$ cat src/hdl/prru_pkg.sv
package prru_pkg;

    localparam int MAX_ELEMENTS = 12;
    localparam int EL_W         = 4;
    localparam int IDX_W        = (MAX_ELEMENTS > 1) ? $clog2(MAX_ELEMENTS) : 1;
    localparam int M_W          = $clog2(MAX_ELEMENTS + 1);
    localparam int PERM_W       = 48;
    localparam int RANK_W       = 29;
    localparam int RECIP_W      = 32;
    localparam int PROD_W       = RANK_W + RECIP_W;
    localparam int LEN_W        = 4;
    localparam int DATA_W       = ((PERM_W + RANK_W + 7) / 8) * 8;
    localparam logic [LEN_W-1:0] LEN_RESET = LEN_W'(12);

    localparam logic CMD_RANK   = 1'b0;
    localparam logic CMD_UNRANK = 1'b1;

    typedef logic [EL_W-1:0]  t_elem;
    typedef logic [IDX_W-1:0] t_idx;
    typedef logic [M_W-1:0]   t_m;

    // controller -> datapath
    typedef struct packed {
        logic load;
        logic init;
        logic rstep;
        logic umul;
        logic ustep;
        t_m   m;
    } t_dp_cmd;

    // datapath -> controller
    typedef struct packed {
        logic bad_init;
    } t_dp_stat;

    typedef struct packed {
        logic              bad_input;
        logic [PERM_W-1:0] perm_out;
        logic [RANK_W-1:0] rank_out;
    } t_result;

    // floor((2^32 - 1) / m); quotient estimate is low by at most one
    function automatic logic [RECIP_W-1:0] recip(input t_m m);
        logic [RECIP_W-1:0] r;
        r = '1;
        case (5'(m))
            5'd1:    r = 32'hFFFF_FFFF;
            5'd2:    r = 32'h7FFF_FFFF;
            5'd3:    r = 32'h5555_5555;
            5'd4:    r = 32'h3FFF_FFFF;
            5'd5:    r = 32'h3333_3333;
            5'd6:    r = 32'h2AAA_AAAA;
            5'd7:    r = 32'h2492_4924;
            5'd8:    r = 32'h1FFF_FFFF;
            5'd9:    r = 32'h1C71_C71C;
            5'd10:   r = 32'h1999_9999;
            5'd11:   r = 32'h1745_D174;
            5'd12:   r = 32'h1555_5555;
            5'd13:   r = 32'h13B1_3B13;
            5'd14:   r = 32'h1249_2492;
            5'd15:   r = 32'h1111_1111;
            5'd16:   r = 32'h0FFF_FFFF;
            default: r = '1;
        endcase
        return r;
    endfunction

endpackage

$ cat src/hdl/permutation_rank_unrank_unit.sv
// Channel     | Dir | Handshake           | Payload
// s_axis      | in  | tvalid / tready     | tdata: perm_in, rank_in; tuser: cmd
// m_axis      | out | tvalid / tready     | tdata: rank_out, perm_out; tuser: bad_input
// cfg         | in  | wr_en               | wr_data: perm_length
//
// One request at a time. From accept, rank runs a check step, a swap for each m
// from n down to 2 and a load into the output register; unrank runs a reciprocal
// multiply, then correction and swap, for each m from n down to 2, then the load.
// A bad permutation or an n below 2 skips straight to the load.
// Ready returns in the cycle after the result is loaded; a waiting result does not
// block the next request, a second finished result holds until the first is taken.
// Reset is synchronous, active low; perm_length resets to 12.
module permutation_rank_unrank_unit (
    input  logic                         i_clk,
    input  logic                         i_rst_n,
    input  logic                         i_s_axis_tvalid,
    output logic                         o_s_axis_tready,
    // perm_in [47:0], rank_in [76:48], zero [79:77]
    input  logic [prru_pkg::DATA_W-1:0]  i_s_axis_tdata,
    // cmd [0]
    input  logic [0:0]                   i_s_axis_tuser,
    output logic                         o_m_axis_tvalid,
    input  logic                         i_m_axis_tready,
    // rank_out [28:0], perm_out [76:29], zero [79:77]
    output logic [prru_pkg::DATA_W-1:0]  o_m_axis_tdata,
    // bad_input [0]
    output logic [0:0]                   o_m_axis_tuser,
    input  logic                         i_cfg_wr_en,
    input  logic [prru_pkg::LEN_W-1:0]   i_cfg_wr_data
);

    logic [prru_pkg::LEN_W-1:0] r_perm_length;
    logic                       r_out_valid;
    prru_pkg::t_result          r_out;

    prru_pkg::t_m        len;
    prru_pkg::t_dp_cmd   dp_cmd;
    prru_pkg::t_dp_stat  dp_stat;
    prru_pkg::t_result   dp_result;
    logic                ready;
    logic                deliver;
    logic                start;
    logic                out_free;

    // zero counts as one element, anything above the maximum is clamped
    always_comb begin
        if (r_perm_length == '0) begin
            len = prru_pkg::M_W'(1);
        end else if (5'(r_perm_length) > 5'(prru_pkg::MAX_ELEMENTS)) begin
            len = prru_pkg::M_W'(prru_pkg::MAX_ELEMENTS);
        end else begin
            len = prru_pkg::M_W'(r_perm_length);
        end
    end

    assign start    = i_s_axis_tvalid && ready;
    assign out_free = !r_out_valid || i_m_axis_tready;

    prru_ctrl u_ctrl (
        .i_clk       (i_clk),
        .i_rst_n     (i_rst_n),
        .i_start     (start),
        .i_start_cmd (i_s_axis_tuser[0]),
        .i_len       (len),
        .i_stat      (dp_stat),
        .i_out_free  (out_free),
        .o_cmd       (dp_cmd),
        .o_ready     (ready),
        .o_deliver   (deliver)
    );

    prru_dp u_dp (
        .i_clk     (i_clk),
        .i_cmd     (dp_cmd),
        .i_len     (len),
        .i_req_cmd (i_s_axis_tuser[0]),
        .i_perm_in (i_s_axis_tdata[prru_pkg::PERM_W-1:0]),
        .i_rank_in (i_s_axis_tdata[prru_pkg::PERM_W +: prru_pkg::RANK_W]),
        .o_stat    (dp_stat),
        .o_result  (dp_result)
    );

    always_ff @(posedge i_clk) begin
        if (!i_rst_n) begin
            r_perm_length <= prru_pkg::LEN_RESET;
        end else if (i_cfg_wr_en) begin
            r_perm_length <= i_cfg_wr_data;
        end
    end

    always_ff @(posedge i_clk) begin
        if (!i_rst_n) begin
            r_out_valid <= 1'b0;
        end else if (deliver) begin
            r_out_valid <= 1'b1;
        end else if (i_m_axis_tready) begin
            r_out_valid <= 1'b0;
        end
    end

    always_ff @(posedge i_clk) begin
        if (deliver) begin
            r_out <= dp_result;
        end
    end

    assign o_s_axis_tready = ready;
    assign o_m_axis_tvalid = r_out_valid;
    assign o_m_axis_tdata  = prru_pkg::DATA_W'({r_out.perm_out, r_out.rank_out});
    assign o_m_axis_tuser  = r_out.bad_input;

endmodule

$ cat src/hdl/prru_ctrl.sv
module prru_ctrl (
    input  logic              i_clk,
    input  logic              i_rst_n,
    input  logic              i_start,
    input  logic              i_start_cmd,
    input  prru_pkg::t_m      i_len,
    input  prru_pkg::t_dp_stat i_stat,
    input  logic              i_out_free,
    output prru_pkg::t_dp_cmd o_cmd,
    output logic              o_ready,
    output logic              o_deliver
);

    typedef enum logic [5:0] {
        ST_IDLE  = 6'b000001,
        ST_INIT  = 6'b000010,
        ST_RSTEP = 6'b000100,
        ST_UMUL  = 6'b001000,
        ST_USTEP = 6'b010000,
        ST_DONE  = 6'b100000
    } t_state;

    t_state       r_state, n_state;
    prru_pkg::t_m r_m, n_m;

    always_comb begin
        n_state   = r_state;
        n_m       = r_m;
        o_cmd     = '0;
        o_cmd.m   = r_m;
        o_ready   = 1'b0;
        o_deliver = 1'b0;
        case (r_state)
            ST_IDLE: begin
                o_ready    = 1'b1;
                o_cmd.load = i_start;
                if (i_start) begin
                    n_m = i_len;
                    if (i_start_cmd == prru_pkg::CMD_RANK) begin
                        n_state = ST_INIT;
                    end else if (i_len < prru_pkg::M_W'(2)) begin
                        n_state = ST_DONE;
                    end else begin
                        n_state = ST_UMUL;
                    end
                end
            end
            ST_INIT: begin
                o_cmd.init = 1'b1;
                if (i_stat.bad_init || r_m < prru_pkg::M_W'(2)) begin
                    n_state = ST_DONE;
                end else begin
                    n_state = ST_RSTEP;
                end
            end
            ST_RSTEP: begin
                o_cmd.rstep = 1'b1;
                if (r_m == prru_pkg::M_W'(2)) begin
                    n_state = ST_DONE;
                end else begin
                    n_m = r_m - prru_pkg::M_W'(1);
                end
            end
            ST_UMUL: begin
                o_cmd.umul = 1'b1;
                n_state    = ST_USTEP;
            end
            ST_USTEP: begin
                o_cmd.ustep = 1'b1;
                if (r_m == prru_pkg::M_W'(2)) begin
                    n_state = ST_DONE;
                end else begin
                    n_m     = r_m - prru_pkg::M_W'(1);
                    n_state = ST_UMUL;
                end
            end
            ST_DONE: begin
                o_deliver = i_out_free;
                if (i_out_free) begin
                    n_state = ST_IDLE;
                end
            end
            default: begin
                n_state = ST_IDLE;
            end
        endcase
    end

    always_ff @(posedge i_clk) begin
        if (!i_rst_n) begin
            r_state <= ST_IDLE;
            r_m     <= '0;
        end else begin
            r_state <= n_state;
            r_m     <= n_m;
        end
    end

endmodule

$ cat src/hdl/prru_dp.sv
module prru_dp (
    input  logic                          i_clk,
    input  prru_pkg::t_dp_cmd             i_cmd,
    input  prru_pkg::t_m                  i_len,
    input  logic                          i_req_cmd,
    input  logic [prru_pkg::PERM_W-1:0]   i_perm_in,
    input  logic [prru_pkg::RANK_W-1:0]   i_rank_in,
    output prru_pkg::t_dp_stat            o_stat,
    output prru_pkg::t_result             o_result
);

    localparam int N = prru_pkg::MAX_ELEMENTS;

    prru_pkg::t_elem                r_p   [N];
    prru_pkg::t_idx                 r_inv [N];
    logic                           r_op;
    logic                           r_bad;
    logic [prru_pkg::RANK_W-1:0]    r_rank;
    logic [prru_pkg::RANK_W-1:0]    r_w;
    logic [prru_pkg::RANK_W-1:0]    r_r;
    logic [prru_pkg::RANK_W-1:0]    r_prod;
    prru_pkg::t_elem                r_hold;

    prru_pkg::t_idx                 m_idx;
    prru_pkg::t_idx                 rd_addr;
    prru_pkg::t_elem                rd_p;
    prru_pkg::t_idx                 pos;
    logic [N-1:0]                   found;
    prru_pkg::t_idx                 inv_init [N];
    logic                           bad_init;
    logic [prru_pkg::RANK_W-1:0]    term;
    logic [prru_pkg::RANK_W-1:0]    w_next;
    logic [prru_pkg::PROD_W-1:0]    prod_full;
    logic [prru_pkg::RANK_W-1:0]    qm;
    logic [prru_pkg::RANK_W-1:0]    rem_raw;
    logic                           rem_ge;
    logic [prru_pkg::RANK_W-1:0]    rem;
    logic [prru_pkg::RANK_W-1:0]    quot;
    prru_pkg::t_idx                 j;
    logic [prru_pkg::PERM_W-1:0]    packed_p;

    assign m_idx = prru_pkg::IDX_W'(i_cmd.m - prru_pkg::M_W'(1));

    // unrank swap target, from the registered quotient estimate
    assign qm      = prru_pkg::RANK_W'(r_prod * prru_pkg::RANK_W'(i_cmd.m));
    assign rem_raw = r_r - qm;
    assign rem_ge  = rem_raw >= prru_pkg::RANK_W'(i_cmd.m);
    assign rem     = rem_ge ? rem_raw - prru_pkg::RANK_W'(i_cmd.m) : rem_raw;
    assign quot    = rem_ge ? r_prod + prru_pkg::RANK_W'(1) : r_prod;
    assign j       = rem[prru_pkg::IDX_W-1:0];

    // single addressed read port on the element array
    assign rd_addr = i_cmd.ustep ? j : m_idx;
    assign rd_p    = r_p[rd_addr];
    assign pos     = r_inv[m_idx];

    assign term      = prru_pkg::RANK_W'(r_w * prru_pkg::RANK_W'(rd_p));
    assign w_next    = prru_pkg::RANK_W'(r_w * prru_pkg::RANK_W'(i_cmd.m));
    assign prod_full = {{prru_pkg::RECIP_W{1'b0}}, r_r}
                     * {{prru_pkg::RANK_W{1'b0}}, prru_pkg::recip(i_cmd.m)};

    // inverse and validity: every value below n must appear among the first n
    always_comb begin
        bad_init = 1'b0;
        for (int v = 0; v < N; v++) begin
            found[v]    = 1'b0;
            inv_init[v] = '0;
            for (int i = 0; i < N; i++) begin
                if (prru_pkg::M_W'(i) < i_len && r_p[i] == prru_pkg::EL_W'(v)) begin
                    found[v]    = 1'b1;
                    inv_init[v] = prru_pkg::IDX_W'(i);
                end
            end
            if (prru_pkg::M_W'(v) < i_len && !found[v]) begin
                bad_init = 1'b1;
            end
        end
    end

    assign o_stat.bad_init = bad_init;

    always_comb begin
        for (int i = 0; i < N; i++) begin
            packed_p[i*prru_pkg::EL_W +: prru_pkg::EL_W] =
                (prru_pkg::M_W'(i) < i_len) ? r_p[i] : '0;
        end
        for (int i = N * prru_pkg::EL_W; i < prru_pkg::PERM_W; i++) begin
            packed_p[i] = 1'b0;
        end
    end

    always_comb begin
        o_result = '0;
        if (r_op == prru_pkg::CMD_UNRANK) begin
            o_result.perm_out = packed_p;
        end else begin
            o_result.bad_input = r_bad;
            o_result.rank_out  = r_bad ? '0 : r_rank;
        end
    end

    always_ff @(posedge i_clk) begin
        if (i_cmd.load) begin
            r_op   <= i_req_cmd;
            r_bad  <= 1'b0;
            r_rank <= '0;
            r_w    <= prru_pkg::RANK_W'(1);
            r_r    <= i_rank_in;
            for (int i = 0; i < N; i++) begin
                r_p[i] <= (i_req_cmd == prru_pkg::CMD_RANK)
                        ? i_perm_in[i*prru_pkg::EL_W +: prru_pkg::EL_W]
                        : prru_pkg::EL_W'(i);
            end
        end
        if (i_cmd.init) begin
            r_bad <= bad_init;
            for (int v = 0; v < N; v++) begin
                r_inv[v] <= inv_init[v];
            end
        end
        if (i_cmd.rstep) begin
            // position m-1 and inv[m-1] are never read again, skip their writes
            r_rank <= r_rank + term;
            r_w    <= w_next;
            for (int k = 0; k < N; k++) begin
                if (pos == prru_pkg::IDX_W'(k)) begin
                    r_p[k] <= rd_p;
                end
                if (rd_p == prru_pkg::EL_W'(k)) begin
                    r_inv[k] <= pos;
                end
            end
        end
        if (i_cmd.umul) begin
            r_prod <= prod_full[prru_pkg::PROD_W-1 -: prru_pkg::RANK_W];
            r_hold <= rd_p;
        end
        if (i_cmd.ustep) begin
            r_r <= quot;
            for (int k = 0; k < N; k++) begin
                if (m_idx == prru_pkg::IDX_W'(k)) begin
                    r_p[k] <= rd_p;
                end
                if (j == prru_pkg::IDX_W'(k)) begin
                    r_p[k] <= r_hold;
                end
            end
        end
    end

endmodule

$ cat config.mk
export PLATFORM = sky130hd
export DESIGN_NAME = permutation_rank_unrank_unit
export DESIGN_NICKNAME = d
export VERILOG_FILES = /design/src/hdl/prru_pkg.sv /design/src/hdl/permutation_rank_unrank_unit.sv /design/src/hdl/prru_ctrl.sv /design/src/hdl/prru_dp.sv
export SDC_FILE = /design/constraint.sdc
export NUM_CORES = 2
export LEC_CHECK = 0
export BUFFER_PORTS_ARGS = -buffer_cell sky130_fd_sc_hd__buf_2
export CORE_ASPECT_RATIO = 2
export CORE_MARGIN = 2
export CORE_UTILIZATION = 35
export DETAILED_ROUTE_END_ITERATION = 8
export PLACE_DENSITY = 0.47
export SLEW_MARGIN = 20
export SYNTH_ARGS = -nofsm -noshare
export SYNTH_HDL_FRONTEND = slang
export SYNTH_SLANG_ARGS = --single-unit
$ cat constraint.sdc
create_clock -name i_clk -period 15.3 [get_ports i_clk]
set_input_delay 1.53 -clock i_clk [delete_from_list [all_inputs] [get_ports i_clk]]
set_output_delay 1.53 -clock i_clk [all_outputs]
set_load 0.01 [all_outputs]
==> results by group <==
Outcome
  – Outcome: finished, final reports clean

Global routing
  – Overflow left after global routing: 0
  – Number of global-route vias before repair: 47400
  – Global-route wire length before repair: a little over 300000 um
  – Gr usage total: 0.257
  – Antenna violations before repair: 5
  – Pin count of the biggest net entering global routing: 79

Floorplanning
  – Area of the placeable core: 159000 sq um
  – Total die area: between 150000 and 200000 sq um
  – Die span in x: between 200 and 300 um
  – Cell Rows: 207
  – Vertical extent of the die: about 570 um
  – I/O pin cnt: about 170
  – Initial Util: 0.353

Final layout
  – Area taken by multi-input logic gates: between 40000 and 50000 sq um
  – Area growth from synthesis to final layout: 7.65%
  – Final-layout fill cell count: approximately 16000
  – Fraction of final layout cells with drive strength greater than 1: 0.0678
  – Net total in the final layout: roughly 7500
  – Sequential cell area in the final layout: 9620 sq um

Route
  – Remaining design rule violation count: 0
  – First-iteration detailed-routing DRC count: approximately 2100
  – First-pass detailed-route iteration total: 7
  – Wirelength, routed: between 200000 and 250000 um
  – Antenna violation net count after detailed routing: 0
  – Via Count: between 40000 and 50000
  – Routed len/inst: approximately 25 um
  – Via density per instance: just over 5

Synthesis
  – Yosys Warn Count: 0
  – EDFF count, synth: 296
  – Synth Register Bits: 332
  – Mapped Avg Cell Area: a little over 9 sq um
  – Async set-or-reset flop fraction in the synthesized netlist: 0
  – Top cell type's share of synthesized area: 0.357
  – Library cell with the largest summed area after synthesis: sky130_fd_sc_hd__fa_1
  – Main flop type after synthesis: sky130_fd_sc_hd__edfxtp_1
  – Sequential-to-total area share from yosys stat: 0.171
  – Area of the mapped netlist: roughly 56000 sq um
  – Syn Inst Count: around 6100
  – Cell types with the largest area share after synthesis: sky130_fd_sc_hd__fa_1 (36%), sky130_fd_sc_hd__edfxtp_1 (16%), sky130_fd_sc_hd__ha_1 (8.0%)
  – Synth unique cells: 96

STA
  – RSZ-0062 raised after global routing: no
  – Slew at the pin closest to its max-slew limit: roughly 1100 ps
  – Summed negative setup slack over all endpoints: 0 ps
  – Clk_skew: between 30 and 40 ps
  – Worst rel slew slack: 0.273
  – Total count of hold-check failures in the final report: 0
  – Max Clock Freq: roughly 70 MHz
  – Period Utilization, post-route: 0.936
  – Final setup fails: 0
  – Final period demand of the worst path: approximately 14000 ps
  – Max-slew violation count: 0

Job
  – Maxcap violations: 0

Setup path
  – Worst Reg2Reg Path Length in Cells: between 40 and 50
  – Slowest stage cell on the critical path: sky130_fd_sc_hd__dfxtp_2
  – Maximum net fanout on the critical path: 31
  – Critical register-to-register path startpoint: u_ctrl.r_m[1]
  – Largest stage delay on the critical path: about 800 ps
  – Arr. time, crit path: ~15000 ps
  – Critical path type: register to register
  – Endpoint required time on the critical path: between 15000 and 20000 ps
  – Crit end category: register
  – Worst r2r dst: u_dp.r_rank[27]
  – Critical Path Source Type: register
  – Worst reg2reg setup slack: about 1000 ps

Clock network
  – Post-CTS setup buffer count: 0
  – Cell chosen for the clock root: sky130_fd_sc_hd__clkbuf_16
  – Number of buffers inserted by hold repair at cts: 0
  – Num CTS Buffers: 31
  – Worst-case clock buffer depth: 3
  – Clock net sink count: ~330
  – Clock tree from TritonCTS: yes
  – Clock input transition at the sequential cells of the worst setup and hold paths: 90 ps
  – Post-cts sizing count: 0
  – Worst skew pair latency: 670 ps
  – Total number of H-tree levels: 1

Min path
  – Hold path depth: 2
  – Worst-case hold path end point: r_perm_length[3]
  – HP Class: register to register
  – Launch point of the worst hold path: r_perm_length[3]

Placed design
  – Final weighted congestion in routability-driven placement: ~0.95
  – Port Buf Inserts: around 170
  – Post-detailed-placement half-perimeter wirelength: about 170000 um
-- how the worst max path moves through the flow --
| stage | start | end | slack (ps) | cells after the start |
|---|---|---|---|---|
| after global routing | u_ctrl.r_m[1] | u_dp.r_rank[27] | 30 | 47 |
| after global placement | u_ctrl.r_m[1] | u_dp.r_rank[27] | 970 | 47 |
| after detailed placement | u_ctrl.r_m[1] | u_dp.r_rank[27] | 910 | 47 |
| after CTS | u_ctrl.r_m[1] | u_dp.r_rank[27] | 830 | 47 |
| final | u_ctrl.r_m[1] | u_dp.r_rank[27] | 980 | 47 |
| after floorplan | u_ctrl.r_m[0] | u_dp.r_rank[27] | 2910 | 54 |
-- registers in the layout, summed over array words and instances (netlist names), 4 cells and up, named ones only --
register,flops
o_m_axis_tdata,77
u_dp.r_inv,48
u_dp.r_p,48
u_dp.r_prod,29
u_dp.r_r,29
u_dp.r_rank,29
u_dp.r_w,29
u_ctrl.r_state,6
r_perm_length,4
u_ctrl.r_m,4
u_dp.r_hold,4
-- critical path: cells and delay by family, from the launching register on --
kind / cells / cell delay [ps]
buffers and inverters: 9 / 1270
flip-flops: 1 / 800
multiplexers: 1 / 240
AO/OA/AOI/OAI: 19 / 5050
adder cells (fa/ha/maj): 8 / 3740
XOR/XNOR: 1 / 130
AND/OR/NAND/NOR: 9 / 2750
-- layer usage --
| layer | share of wire | global-route usage | vias up |
|---|---|---|---|
| met5 | 0 | 0 | - |
| met4 | 0.085 | 0.178 | 0 |
| met3 | 0.029 | 0.0143 | 525 |
| met2 | 0.56 | 0.507 | 1213 |
| met1 | 0.32 | 0.250 | 21800 |
| li1 | - | - | 19100 |
-- cells by family after synthesis --
family	share of synthesized area
multiplexers	0.0178
other	0.0000668
flip-flops	0.171
adder cells (fa/ha/maj)	0.437
AND/OR/NAND/NOR	0.176
AO/OA/AOI/OAI	0.0770
XOR/XNOR	0.0204
buffers and inverters	0.100
-- synthesized netlist by cell type (10+ instances only) --
master                        n
sky130_fd_sc_hd__inv_1     1189
sky130_fd_sc_hd__fa_1      1001
sky130_fd_sc_hd__nand2_1    754
sky130_fd_sc_hd__and2_1     484
sky130_fd_sc_hd__ha_1       358
sky130_fd_sc_hd__edfxtp_1   296
sky130_fd_sc_hd__nor2_1     261
sky130_fd_sc_hd__clkbuf_1   245
sky130_fd_sc_hd__a21oi_1    195
sky130_fd_sc_hd__o21ai_0    171
sky130_fd_sc_hd__nor3_1      92
sky130_fd_sc_hd__and3_1      75
sky130_fd_sc_hd__xnor2_1     71
sky130_fd_sc_hd__nand3_1     70
sky130_fd_sc_hd__mux2i_1     59
sky130_fd_sc_hd__xor2_1      57
sky130_fd_sc_hd__nor2b_1     46
sky130_fd_sc_hd__a21o_1      40
sky130_fd_sc_hd__nand2b_1    37
sky130_fd_sc_hd__dfxtp_1     36
sky130_fd_sc_hd__a31oi_1     34
sky130_fd_sc_hd__nand4_1     27
sky130_fd_sc_hd__nand3b_1    26
sky130_fd_sc_hd__o22ai_1     24
sky130_fd_sc_hd__buf_2       22
sky130_fd_sc_hd__nor4_1      22
sky130_fd_sc_hd__o211ai_1    22
sky130_fd_sc_hd__o21bai_1    22
sky130_fd_sc_hd__o21a_1      21
sky130_fd_sc_hd__a211oi_1    20
sky130_fd_sc_hd__nor3b_1     20
sky130_fd_sc_hd__or3_1       18
sky130_fd_sc_hd__a22oi_1     14
sky130_fd_sc_hd__mux2_2      12
sky130_fd_sc_hd__mux4_2      12
sky130_fd_sc_hd__o31ai_1     12
sky130_fd_sc_hd__a311oi_1    11
sky130_fd_sc_hd__or2_2       10
-- area by class of cell --
type                            instances  share of cell area
Sequential cell                       332               0.159
Inverter                             1191              0.0740
Clock buffer                           35              0.0136
Timing Repair Buffer                  277              0.0276
Antenna cell                            4            0.000166
Multi-Input combinational cell       4247               0.677
Clock inverter                         21             0.00470
Tap cell                             2090              0.0433
-- cell usage in the layout (no fill, tap or decap), types with 17 or more instances in the layout --
master,n
sky130_fd_sc_hd__a211oi_1,20
sky130_fd_sc_hd__a21o_1,40
sky130_fd_sc_hd__a21oi_1,195
sky130_fd_sc_hd__a31oi_1,34
sky130_fd_sc_hd__and2_1,484
sky130_fd_sc_hd__and3_1,75
sky130_fd_sc_hd__buf_2,166
sky130_fd_sc_hd__buf_4,110
sky130_fd_sc_hd__clkbuf_16,31
sky130_fd_sc_hd__dfxtp_1,31
sky130_fd_sc_hd__edfxtp_1,296
sky130_fd_sc_hd__fa_1,1001
sky130_fd_sc_hd__ha_1,358
sky130_fd_sc_hd__inv_1,1189
sky130_fd_sc_hd__mux2i_1,59
sky130_fd_sc_hd__nand2_1,752
sky130_fd_sc_hd__nand2b_1,37
sky130_fd_sc_hd__nand3_1,70
sky130_fd_sc_hd__nand3b_1,26
sky130_fd_sc_hd__nand4_1,27
sky130_fd_sc_hd__nor2_1,261
sky130_fd_sc_hd__nor2b_1,45
sky130_fd_sc_hd__nor3_1,92
sky130_fd_sc_hd__nor3b_1,17
sky130_fd_sc_hd__nor4_1,22
sky130_fd_sc_hd__o211ai_1,22
sky130_fd_sc_hd__o21a_1,21
sky130_fd_sc_hd__o21ai_0,171
sky130_fd_sc_hd__o21bai_1,22
sky130_fd_sc_hd__o22ai_1,24
sky130_fd_sc_hd__or3_1,18
sky130_fd_sc_hd__xnor2_1,71
sky130_fd_sc_hd__xor2_1,57
-- per-stage QoR --
step | worst slack [ps] | std cells | hold WS (ps) | instance area [sq um] | util
after global routing | 28.1 | 8194 | 513 | 60400 | 0.380
after global placement | 974 | 8137 | 461 | 59300 | 0.373
after floorplan | 2910 | 6056 | 532 | 56100 | -
after detailed placement | 913 | 8137 | 471 | 59300 | 0.373
final | 981 | 8197 | 495 | 60400 | 0.380
after CTS | 834 | 8193 | 493 | 60400 | 0.380
Power is left out: the tool's default activity adds up to more than one toggle a clock period on the data nets, which glitch-free logic cannot reach.
